--- src/hw/rtl/assert_macros.svh ---
// Assertion macros for the note detector RTL.
// Depends on nothing; included by the top level.
`ifndef ASSERT_MACROS_SVH
`define ASSERT_MACROS_SVH
// check an implication on every clock edge outside reset
`define ASSERT_IMPL(label, clk, rst_n, ante, cons) \
	label: assert property (@(posedge clk) disable iff (!rst_n) (ante) |-> (cons)) \
		else $error("assertion failed");
// check an implication in the next cycle
`define ASSERT_NEXT(label, clk, rst_n, ante, cons) \
	label: assert property (@(posedge clk) disable iff (!rst_n) (ante) |=> (cons)) \
		else $error("assertion failed");
`endif

--- src/hw/rtl/fnc_pkg.sv ---
// Package for the note detector: widths, ratio table, state and command types.
// Depends on nothing.
package fnc_pkg;
	localparam int FREQ_W = 22;
	localparam int REF_W = 9;
	localparam int RATIO_SHIFT = 29;
	localparam int DEF_FRAC_BITS = 8;
	localparam int DEF_MAX_OCTAVE = 9;
	localparam int RATIO_W = 26;
	localparam int PROD_W = REF_W + RATIO_W;
	localparam int VAL_W = 64;
	localparam int QUO_W = 7;
	localparam logic [3:0] LAST_NOTE = 4'd11;

	typedef enum logic [2:0] {
		ST_IDLE, ST_PROD, ST_OCT, ST_SEMI, ST_PREP, ST_DIV, ST_DONE
	} fnc_state_t;

	typedef struct packed {
		logic load;
		logic prod;
		logic oct_step;
		logic semi_step;
		logic prep;
		logic div_step;
		logic finish;
	} fnc_cmd_t;

	typedef struct packed {
		logic oct_done;
		logic semi_done;
		logic div_done;
	} fnc_stat_t;

	function automatic logic [RATIO_W-1:0] ratio(input logic [3:0] k);
		logic [RATIO_W-1:0] r;
		case (k)
			4'd0: r = 26'd19951585;
			4'd1: r = 26'd21137968;
			4'd2: r = 26'd22394897;
			4'd3: r = 26'd23726566;
			4'd4: r = 26'd25137421;
			4'd5: r = 26'd26632170;
			4'd6: r = 26'd28215802;
			4'd7: r = 26'd29893600;
			4'd8: r = 26'd31671166;
			4'd9: r = 26'd33554432;
			4'd10: r = 26'd35549682;
			4'd11: r = 26'd37663576;
			4'd12: r = 26'd39903170;
			default: r = 26'd0;
		endcase
		return r;
	endfunction
endpackage

--- src/hw/rtl/fnc_ctrl.sv ---
// Controller for the note detector: sequences product, searches and division.
// Depends on fnc_pkg.
module fnc_ctrl import fnc_pkg::*; (
	input  logic      clk,
	input  logic      arst_n,
	input  logic      start,
	input  fnc_stat_t stat,
	output fnc_cmd_t  cmd,
	output logic      busy,
	output logic      done
);
	fnc_state_t state_q, state_d;

	always_ff @(posedge clk or negedge arst_n) begin
		if (!arst_n) state_q <= ST_IDLE;
		else state_q <= state_d;
	end

	always_comb begin
		state_d = state_q;
		cmd = '0;
		busy = 1'b1;
		done = 1'b0;
		case (state_q)
			ST_IDLE: begin
				busy = 1'b0;
				if (start) begin
					cmd.load = 1'b1;
					state_d = ST_PROD;
				end
			end
			ST_PROD: begin
				cmd.prod = 1'b1;
				state_d = ST_OCT;
			end
			ST_OCT: begin
				cmd.oct_step = 1'b1;
				if (stat.oct_done) state_d = ST_SEMI;
			end
			ST_SEMI: begin
				cmd.semi_step = 1'b1;
				if (stat.semi_done) state_d = ST_PREP;
			end
			ST_PREP: begin
				cmd.prep = 1'b1;
				state_d = ST_DIV;
			end
			ST_DIV: begin
				cmd.div_step = 1'b1;
				if (stat.div_done) state_d = ST_DONE;
			end
			ST_DONE: begin
				cmd.finish = 1'b1;
				done = 1'b1;
				state_d = ST_IDLE;
			end
			default: state_d = ST_IDLE;
		endcase
	end
endmodule

--- src/hw/rtl/fnc_datapath.sv ---
// Datapath for the note detector: note frequencies, searches, restoring divider.
// Depends on fnc_pkg.
module fnc_datapath import fnc_pkg::*; #(
	parameter int FRAC_BITS = DEF_FRAC_BITS,
	parameter int MAX_OCTAVE = DEF_MAX_OCTAVE
) (
	input  logic              clk,
	input  logic [REF_W-1:0]  ref_hz,
	input  logic [FREQ_W-1:0] frequency_in,
	input  fnc_cmd_t          cmd,
	output fnc_stat_t         stat,
	output logic [3:0]        note_index,
	output logic [3:0]        octave,
	output logic signed [6:0] cents_offset,
	output logic              out_of_range
);
	localparam logic [3:0] MAX_OCT = 4'(MAX_OCTAVE);
	localparam logic [3:0] DIV_LAST = 4'(QUO_W);

	logic [VAL_W-1:0] f_q, lo_q, hi_q, diff_q, wid_q, rem_q, dsr_q;
	logic [3:0] oct_q, k_q, div_cnt_q;
	logic [QUO_W-1:0] quo_q;
	logic up_q, below_q, above_q;
	logic [3:0] k_sel;
	logic [PROD_W-1:0] prod;
	logic [VAL_W-1:0] next_oct, semi_val, d_lo, d_hi, num;
	logic rem_ge;
	logic [5:0] sat;

	assign k_sel = cmd.semi_step ? k_q + 4'd1 : 4'd0;
	assign prod = PROD_W'(ref_hz) * PROD_W'(ratio(k_sel));
	assign next_oct = lo_q << 1;
	assign semi_val = VAL_W'(prod) << oct_q;
	assign d_lo = f_q - lo_q;
	assign d_hi = hi_q - f_q;
	assign num = (diff_q << 6) + (diff_q << 5) + (diff_q << 2);
	assign rem_ge = rem_q >= dsr_q;
	assign sat = (quo_q > 7'd50) ? 6'd50 : quo_q[5:0];

	assign stat.oct_done = below_q || above_q || oct_q == MAX_OCT || next_oct > f_q;
	assign stat.semi_done = below_q || above_q || k_q == LAST_NOTE || semi_val > f_q;
	assign stat.div_done = div_cnt_q == DIV_LAST;

	always_ff @(posedge clk) begin
		if (cmd.load) begin
			f_q <= VAL_W'(frequency_in) << (RATIO_SHIFT - FRAC_BITS);
			k_q <= 4'd0;
			oct_q <= 4'd0;
			below_q <= 1'b0;
			above_q <= 1'b0;
		end
		if (cmd.prod) begin
			lo_q <= VAL_W'(prod);
			below_q <= f_q < VAL_W'(prod);
			above_q <= f_q >= (VAL_W'(prod) << (MAX_OCTAVE + 1));
		end
		if (cmd.oct_step && !stat.oct_done) begin
			lo_q <= next_oct;
			oct_q <= oct_q + 4'd1;
		end
		if (cmd.semi_step) begin
			if (stat.semi_done) begin
				hi_q <= semi_val;
			end else begin
				lo_q <= semi_val;
				k_q <= k_q + 4'd1;
			end
		end
		if (cmd.prep) begin
			up_q <= d_hi < d_lo;
			diff_q <= (d_hi < d_lo) ? d_hi : d_lo;
			wid_q <= (hi_q == lo_q) ? VAL_W'(1) : hi_q - lo_q;
			div_cnt_q <= '0;
		end
		if (cmd.div_step) begin
			div_cnt_q <= div_cnt_q + 4'd1;
			if (div_cnt_q == '0) begin
				rem_q <= num;
				dsr_q <= wid_q << (QUO_W - 1);
				quo_q <= '0;
			end else begin
				if (rem_ge) rem_q <= rem_q - dsr_q;
				dsr_q <= dsr_q >> 1;
				quo_q <= {quo_q[QUO_W-2:0], rem_ge};
			end
		end
		if (cmd.finish) begin
			if (below_q) begin
				note_index <= 4'd0; octave <= 4'd0;
				cents_offset <= -7'sd50; out_of_range <= 1'b1;
			end else if (above_q || (up_q && k_q == LAST_NOTE && oct_q == MAX_OCT)) begin
				note_index <= LAST_NOTE; octave <= MAX_OCT;
				cents_offset <= 7'sd50; out_of_range <= 1'b1;
			end else if (up_q) begin
				note_index <= (k_q == LAST_NOTE) ? 4'd0 : k_q + 4'd1;
				octave <= (k_q == LAST_NOTE) ? oct_q + 4'd1 : oct_q;
				cents_offset <= -$signed({1'b0, sat});
				out_of_range <= 1'b0;
			end else begin
				note_index <= k_q; octave <= oct_q;
				cents_offset <= $signed({1'b0, sat});
				out_of_range <= 1'b0;
			end
		end
	end
endmodule

--- src/hw/rtl/frequency_to_note_cents.sv ---
// Top level of the note detector: controller, datapath, reference register.
// Depends on fnc_pkg, fnc_ctrl, fnc_datapath and assert_macros.svh.
// Sequence: product, octave search, semitone search, prep, divide; the searches vary in length.
// One item at a time; start is taken in the result cycle, no new item before the last is done.
// Result strobe lasts one cycle; the receiver cannot stall.
// Reset clears the controller and sets the reference to 440 Hz.
`include "assert_macros.svh"
module frequency_to_note_cents import fnc_pkg::*; #(
	parameter int FRAC_BITS = DEF_FRAC_BITS,
	parameter int MAX_OCTAVE = DEF_MAX_OCTAVE
) (
	input  logic              clk,
	input  logic              arst_n,
	input  logic              start,
	output logic              busy,
	input  logic [FREQ_W-1:0] frequency,
	input  logic              cfg_valid,
	output logic              cfg_ready,
	input  logic [REF_W-1:0]  cfg_data,
	output logic              result_valid,
	output logic [3:0]        note_index,
	output logic [3:0]        octave,
	output logic signed [6:0] cents_offset,
	output logic              out_of_range
);
	logic [REF_W-1:0] ref_q;
	fnc_cmd_t cmd;
	fnc_stat_t stat;
	logic done;

	assign cfg_ready = 1'b1;
	always_ff @(posedge clk or negedge arst_n) begin
		if (!arst_n) ref_q <= REF_W'(440);
		else if (cfg_valid) ref_q <= cfg_data;
	end

	always_ff @(posedge clk or negedge arst_n) begin
		if (!arst_n) result_valid <= 1'b0;
		else result_valid <= done;
	end

	fnc_ctrl u_ctrl (.clk, .arst_n, .start, .stat, .cmd, .busy, .done);
	fnc_datapath #(.FRAC_BITS(FRAC_BITS), .MAX_OCTAVE(MAX_OCTAVE)) u_dp (
		.clk, .ref_hz(ref_q), .frequency_in(frequency), .cmd, .stat,
		.note_index, .octave, .cents_offset, .out_of_range
	);

	`ASSERT_NEXT(a_start_busy, clk, arst_n, start && !busy, busy)
	`ASSERT_IMPL(a_done_busy, clk, arst_n, done, busy)
	`ASSERT_NEXT(a_strobe_one, clk, arst_n, result_valid, !result_valid)
endmodule
--- config.mk ---
export PLATFORM = sky130hd
export DESIGN_NAME = frequency_to_note_cents
export DESIGN_NICKNAME = d
export VERILOG_FILES = /design/src/hw/rtl/fnc_pkg.sv /design/src/hw/rtl/fnc_ctrl.sv /design/src/hw/rtl/fnc_datapath.sv /design/src/hw/rtl/frequency_to_note_cents.sv
export VERILOG_INCLUDE_DIRS = /design/src /design/src/hw/rtl
export SDC_FILE = /design/constraint.sdc
export NUM_CORES = 2
export LEC_CHECK = 0
export BUFFER_PORTS_ARGS = -buffer_cell sky130_fd_sc_hd__buf_2
export CORE_MARGIN = 3
export CORE_UTILIZATION = 33
export CTS_CLUSTER_SIZE = 28
export DETAILED_ROUTE_END_ITERATION = 10
export PLACE_DENSITY = 0.48
export SYNTH_ARGS = -nofsm -noshare
export SYNTH_HDL_FRONTEND = slang
export SYNTH_SLANG_ARGS = --single-unit
--- constraint.sdc ---
create_clock -name clk -period 12.79 [get_ports clk]
set_input_delay 1.9185 -clock clk [delete_from_list [all_inputs] [get_ports clk]]
set_output_delay 1.9185 -clock clk [all_outputs]
set_load 0.05 [all_outputs]
* Word-level counts from Yosys, hierarchy flattened
Memories as Yosys holds them, arrays and structs flattened.
Cells that the tools add are included.
** Cells by class
- Shifts and indexed selects :: 1
- Muxes and demuxes :: 43
- Equality and inequality tests :: 14
- $lt $le $gt $ge :: 7
- Reduce and logical (&&, ||, !) cells :: 20
- Add/subtract/negate cells :: 10
- Multipliers :: 1
** Operators with widths (count)
- 2-to-1 mux 64 bit :: 6
- adder 64 bit :: 2
- > comparator 64 x 43 -> 1 bit :: 2
- equality test 64 bit :: 1
- greater-or-equal comparator 64 bit :: 1
- < comparator 64 bit :: 1
- << shifter 35 x 4 -> 64 bit :: 1
- subtractor 43 x 64 -> 64 bit :: 1
- subtractor 64 x 43 -> 64 bit :: 1
- subtractor 64 bit :: 1
- 2-to-1 mux 63 bit :: 1
- 2-to-1 mux 62 bit :: 1
- subtractor 58 bit :: 1
- 2-to-1 mux 4 bit :: 14
- greater-or-equal comparator 43 x 45 -> 1 bit :: 1
- < comparator 43 x 35 -> 1 bit :: 1
- multiplier 9 x 26 -> 35 bit :: 1
- one-hot mux 3 bit (6 select lines) :: 1
- 2-to-1 mux 7 bit :: 2
- 2-to-1 mux 1 bit :: 13
- adder 4 x 1 -> 4 bit, second input constant :: 3
- 2-to-1 mux 3 bit :: 4
- equality test 3 bit, second input constant :: 3
- equality test 4 bit, second input constant :: 2
- other kinds (16) :: 31
** Storage, ports and cells
- Input port bits :: 35
- Output and inout port bits :: 19
- Word-level logic and storage cells :: 123
- Memories :: 1
- Flip-flop bits (word level) :: 449
- Bits in read-only memories :: 416
** Memories
- (name not given) :: depth 16, bits a word 26, rd ports 1, clocked after memory_dff 0, wr ports 0, line fnc_pkg.sv:37 : case (k)

* Logic depth before layout (Yosys ltp)
An unclocked memory read counts as a cell.
- Word-level depth :: 10
- Depth in mapped cells :: 47
- Mapped depth without buffers :: 43

* Modules after synthesis
A second synthesis with hierarchy kept.
** Second synthesis, totals
- Cell total of the unflattened synthesis :: 5143
- Area, all modules :: 45368.5 um2
** By module, submodules not included
- fnc_datapath :: cells an instance 5091, sequential area each 11991.5 um2, times used 1, area an instance 44731.7 um2
- frequency_to_note_cents :: cells an instance 22, sequential area each 256.5 um2, times used 1, area an instance 414.1 um2
- fnc_ctrl :: cells an instance 30, sequential area each 75.1 um2, times used 1, area an instance 222.7 um2

* Worst setup path after synthesis
Ideal clock, no wire load.
- Kind :: reg2reg
- From :: register u_ctrl.state_q[1]
- To :: register u_dp.hi_q[0] (enable)
- Stages on the path, launching flop included :: 42
- Data required time :: 12332 ps
- Setup time :: 458 ps
- Slack :: 1458 ps
- Buffers on the path :: 2
- Arrival :: 10874 ps
- Clock period less this slack :: 11332 ps
- Path through :: dfrtp_1 -> clkbuf_1 -> nor2b_1 -> nand2_1 -> nor2_1 -> inv_1 -> ha_1 -> and2_1 -> a21oi_1 -> o21ai_0 -> a21oi_1 -> nand2b_1 -> fa_1 -> inv_1 -> fa_1 -> fa_1 -> inv_1 -> fa_1 -> [6 not listed] -> o21ba_1 -> xnor2_1 -> inv_1 -> mux4_2 -> mux2i_1 -> mux2i_1 -> ha_1 -> and3_1 -> nand3_1 -> a21oi_1 -> nor2_1 -> a211oi_1 -> o221ai_1 -> a21oi_1 -> o221ai_1 -> a21o_2 -> and2_1 -> nor2_1
** On the way
- Word-level cells in the longest chain between the ends :: 9
** Ends and longest elaborated chain
- from (decl) :: line fnc_ctrl.sv:12 : fnc_state_t state_q, state_d;
- from (signal assigned) :: line fnc_ctrl.sv:16 : else state_q <= state_d;
- equality test 3 x 2 -> 1 bit :: line fnc_ctrl.sv:24 : case (state_q)
- 2-to-1 mux 1 bit :: line fnc_ctrl.sv:24
- 2-to-1 mux 4 bit :: line fnc_datapath.sv:30 : assign k_sel = cmd.semi_step ? k_q + 4'd1 : 4'd0;
- memory (16 x 26 bit)
- multiplier 9 x 26 -> 35 bit :: line fnc_datapath.sv:31 : assign prod = PROD_W'(ref_hz) * PROD_W'(ratio(k_sel));
- << shifter 35 x 4 -> 64 bit :: line fnc_datapath.sv:33 : assign semi_val = VAL_W'(prod) << oct_q;
- via u_dp.semi_val[26] :: line fnc_datapath.sv:26 : logic [VAL_W-1:0] next_oct, semi_val, d_lo, d_hi, num;
- > comparator 64 x 43 -> 1 bit :: line fnc_datapath.sv:41 : assign stat.semi_done = below_q || above_q || k_q == LAST_NOTE || semi_val > f_q;
- logical OR 1 bit :: line fnc_datapath.sv:41
- AND reduction 2 bit (no source line)
- to (signal assigned) :: line fnc_datapath.sv:63 : hi_q <= semi_val;
- to (decl) :: line fnc_datapath.sv:20 : logic [VAL_W-1:0] f_q, lo_q, hi_q, diff_q, wid_q, rem_q, dsr_q;
The timed path passes the listed nets, and every way through them passes these cells.
A chain may end at the register's enable or synchronous reset.

* Worst setup path after layout
- From :: register u_ctrl.state_q[1]
- To :: register u_dp.lo_q[7]
** On the way
- Word-level cells in the longest chain between the ends :: 10
- Elaborated cells between the ends (all ways) :: 17
- Classes of those cells :: 1 x mul; 1 x order compare; 3 x eq/ne; 1 x shift; 8 x mux; 2 x reduce/logical; 1 x memory
** Ends and longest elaborated chain
- equality test 3 x 2 -> 1 bit :: line fnc_ctrl.sv:24
- 2-to-1 mux 1 bit :: line fnc_ctrl.sv:24
- 2-to-1 mux 4 bit :: line fnc_datapath.sv:30
- memory (16 x 26 bit)
- multiplier 9 x 26 -> 35 bit :: line fnc_datapath.sv:31
- << shifter 35 x 4 -> 64 bit :: line fnc_datapath.sv:33
- via u_dp.semi_val[33] :: line fnc_datapath.sv:26
- > comparator 64 x 43 -> 1 bit :: line fnc_datapath.sv:41
- logical OR 1 bit :: line fnc_datapath.sv:41
- 2-to-1 mux 64 bit :: line fnc_datapath.sv:62 : if (stat.semi_done) begin
- 2-to-1 mux 64 bit :: line fnc_datapath.sv:61 : if (cmd.semi_step) begin
- to (signal assigned) :: line fnc_datapath.sv:53 : lo_q <= VAL_W'(prod);
- to (signal assigned) :: line fnc_datapath.sv:58 : lo_q <= next_oct;
- to (signal assigned) :: line fnc_datapath.sv:65 : lo_q <= semi_val;
- to (decl) :: line fnc_datapath.sv:20
The timed path passes the listed nets, and every way through them passes these cells.

==> out/qor.yml <==
hold_start: "u_dp.lo_q[46]"
syn_area_per_cell_um2: 9.02
clock_path_buffers: 3
firstDrtPassIters: 5
syn-cell-area_um2: 45200
worst_slew_pin_slew_ps: 1150
crit_family: "simple AND/OR/NAND/NOR gates"
ys_async_sr_fraction_pct: 2.99
gr-usage-met2_pct: 31.6
hold_class: "register to register"
avgViaCountPerCell: 5.25
cts.sinks: 435
maxCapViolations: 0
rr_worst_depth: 44
root_buffer: "clkbuf_16"
vias: 35800
area_growth_syn_to_layout_pct: 9.59
worstPathArrival_ps: 12620
period_needed_ps: 12120
die_w_um: 376
groute.usage.overall_pct: 19.1
max_freq_mhz: 82.5
port_buffers: 52
r2r_slack_ps: 670
yosysTopAreaCell: "edfxtp_1"
busiest_layer: "met2"
synthFlopType: "edfxtp_1"
holdPathEnd: "u_dp.lo_q[46]"
synth_area_leaders: "edfxtp_1 (24%), ha_1 (12%), fa_1 (10%)"
wl_per_cell_um: 20.1
cts_resized: 0
drtIter0Drc: 2265
slew-limit-headroom_pct: 21.0
met3_usage_pct: 1.69
die_area_um2: 141000
clock_latency_ps: 660
num_rows: 135
slew_viol_final: 0
nFillCells: 13900
nNetsFinal: 5691
final_common_cell: "inv_1"
dp_hpwl_um: 111000
outcome: "complete, no violations"
cts_tree: "built"
path_buf_inv: 8
start_kind: "register"
netlist_instances: 5011
num_antenna_cells: 0
cts_inserted_buffers: 57
ys_seq_elements: 435
path_class: "register to register"
synth_nets: 5705
tns_ps: 0
critPathCaptureType: "register"
antenna_left: 0
core_area_um2: 136000
start_util_pct: 33.3
hold_depth: 1
routed_wl_um: 137000
pin_count: 54
r2r_end: "u_dp.lo_q[7]"
ys_types: 112
cp.required_ps: 13300
clk_pin_slew_worst_paths_ps: 70
seqCellArea_um2: 12300
yosysSeqAreaShare_pct: 27.3
grt_overflow: 0
grt_pass1_vias: 36200
cp_slowest_cell: "a21boi_1"
layout-drive-gt1-share_pct: 6.96
yosysWarnings: 0
synth_top_area_share_pct: 23.5
r2r-start: "u_ctrl.state_q[1]"
cpMostUsedCell: "a21oi_1"
drcViolationCount: 0
hold_viol: 0
postCtsHoldBufs: 0
crit_path_max_fanout: 64
synth_edf_count: 354
use_met1_pct: 26.1
period_share_pct: 94.7
multi_input_area_um2: 30200
die_h_um: 376
fin_skew_ps: 39.4
grt_pass1_wl_um: 213000
grt_antenna_before_repair: 3
final_cell_mix: "inv_1 (518), ha_1 (428), nand2_1 (411), a21oi_1 (359), edfxtp_1 (354)"
cts_setup_buffers: 0
grt_max_degree: 94
cts.htree.levels: 2
setup_viol: 0
rsz0062_at_grt: "no"
finalWeightedCongestion: 0.881
slowest_delay_ps: 600
[flip-flops by register name (all words and copies together), names as in the netlist]
signal,count
ref_q,9
result_valid,1
u_ctrl.state_q,3
u_dp.above_q,1
u_dp.below_q,1
u_dp.cents_offset,7
u_dp.diff_q,62
u_dp.div_cnt_q,4
u_dp.dsr_q,64
u_dp.f_q,22
u_dp.hi_q,50
u_dp.k_q,4
u_dp.lo_q,64
u_dp.note_index,4
u_dp.oct_q,4
u_dp.octave,4
u_dp.out_of_range,1
u_dp.quo_q,7
u_dp.rem_q,64
u_dp.up_q,1
u_dp.wid_q,58
[logic make-up (layout without fill, tap and decap cells)]
| logic type | after synthesis | count (layout) | synth area share, % |
|---|---|---|---|
| XOR/XNOR | 271 | 271 | 5.27 |
| adder cells (fa/ha/maj) | 659 | 659 | 22.1 |
| other | 1 | 1 | 0.00830 |
| buffers and inverters | 711 | 746 | 6.07 |
| flip-flops | 435 | 435 | 27.3 |
| AND/OR/NAND/NOR | 1471 | 1471 | 16.1 |
| AO/OA/AOI/OAI | 1240 | 1240 | 17.7 |
| multiplexers | 223 | 223 | 5.48 |
[cells in the mapped netlist, drive strengths merged (68+ instances only)]
master,number
edfxtp,354
a21oi,362
nand4,68
xor2,94
inv,520
mux2i,139
nand3,73
a21o,192
mux2,72
dfxtp,68
nor2,349
and2,153
fa,230
o21ai,282
xnor2,177
ha,429
nand2,413
clkbuf,149
nor2b,72
[layer usage]
layer,up-vias,wire [µm]
li1,17700,-
met1,17300,65000
met2,616,62600
met3,176,4370
met4,0,4990
met5,-,0
[layout make-up]
class                           instances  share of cell area [%]
Inverter                              523                    3.97
Tap cell                             1781                    4.50
Timing Repair Buffer                  115                    1.53
Multi-Input combinational cell       3865                    61.1
Clock buffer                           75                    3.27
Clock inverter                         33                   0.761
Sequential cell                       435                    24.9
[stage by stage]
| stage | std cells | worst slack (ps) | cell area, µm² | hold slack (ps) | utilization (%) |
|---|---|---|---|---|---|
| final | 6827 | 673 | 49500 | 507 | 36.5 |
| after global routing | 6827 | 23.4 | 49500 | 527 | 36.5 |
| after CTS | 6827 | 385 | 49400 | 508 | 36.5 |
| after detailed placement | 6719 | 477 | 47400 | 498 | 35.0 |
| after global placement | 6719 | 520 | 47400 | 485 | 35.0 |
| after floorplan | 5011 | 1460 | 45200 | 473 | - |
[worst reg2reg max path: cells and delay by family (launching register included)]
family / cells / cell delay (ps)
compound gates: 11 / 2640
buf+inv: 8 / 1210
flops: 1 / 460
mux: 2 / 860
simple gates: 16 / 3520
fa+ha+maj: 7 / 3270
[worst max path at each step]
| stage | cells past startpoint | start | endpoint |
|---|---|---|---|
| global route | 43 | u_ctrl.state_q[1] | u_dp.lo_q[10] |
| finish | 44 | u_ctrl.state_q[1] | u_dp.lo_q[7] |
| detailed placement | 43 | u_ctrl.state_q[1] | u_dp.lo_q[7] |
| CTS | 43 | u_ctrl.state_q[1] | u_dp.lo_q[7] |
| floorplan | 41 | u_ctrl.state_q[1] | u_dp.hi_q[0] |
| global placement | 43 | u_ctrl.state_q[1] | u_dp.lo_q[6] |
Power is left out: the tool's default activity adds up to more than one toggle a clock period on the data nets, which glitch-free logic cannot reach.
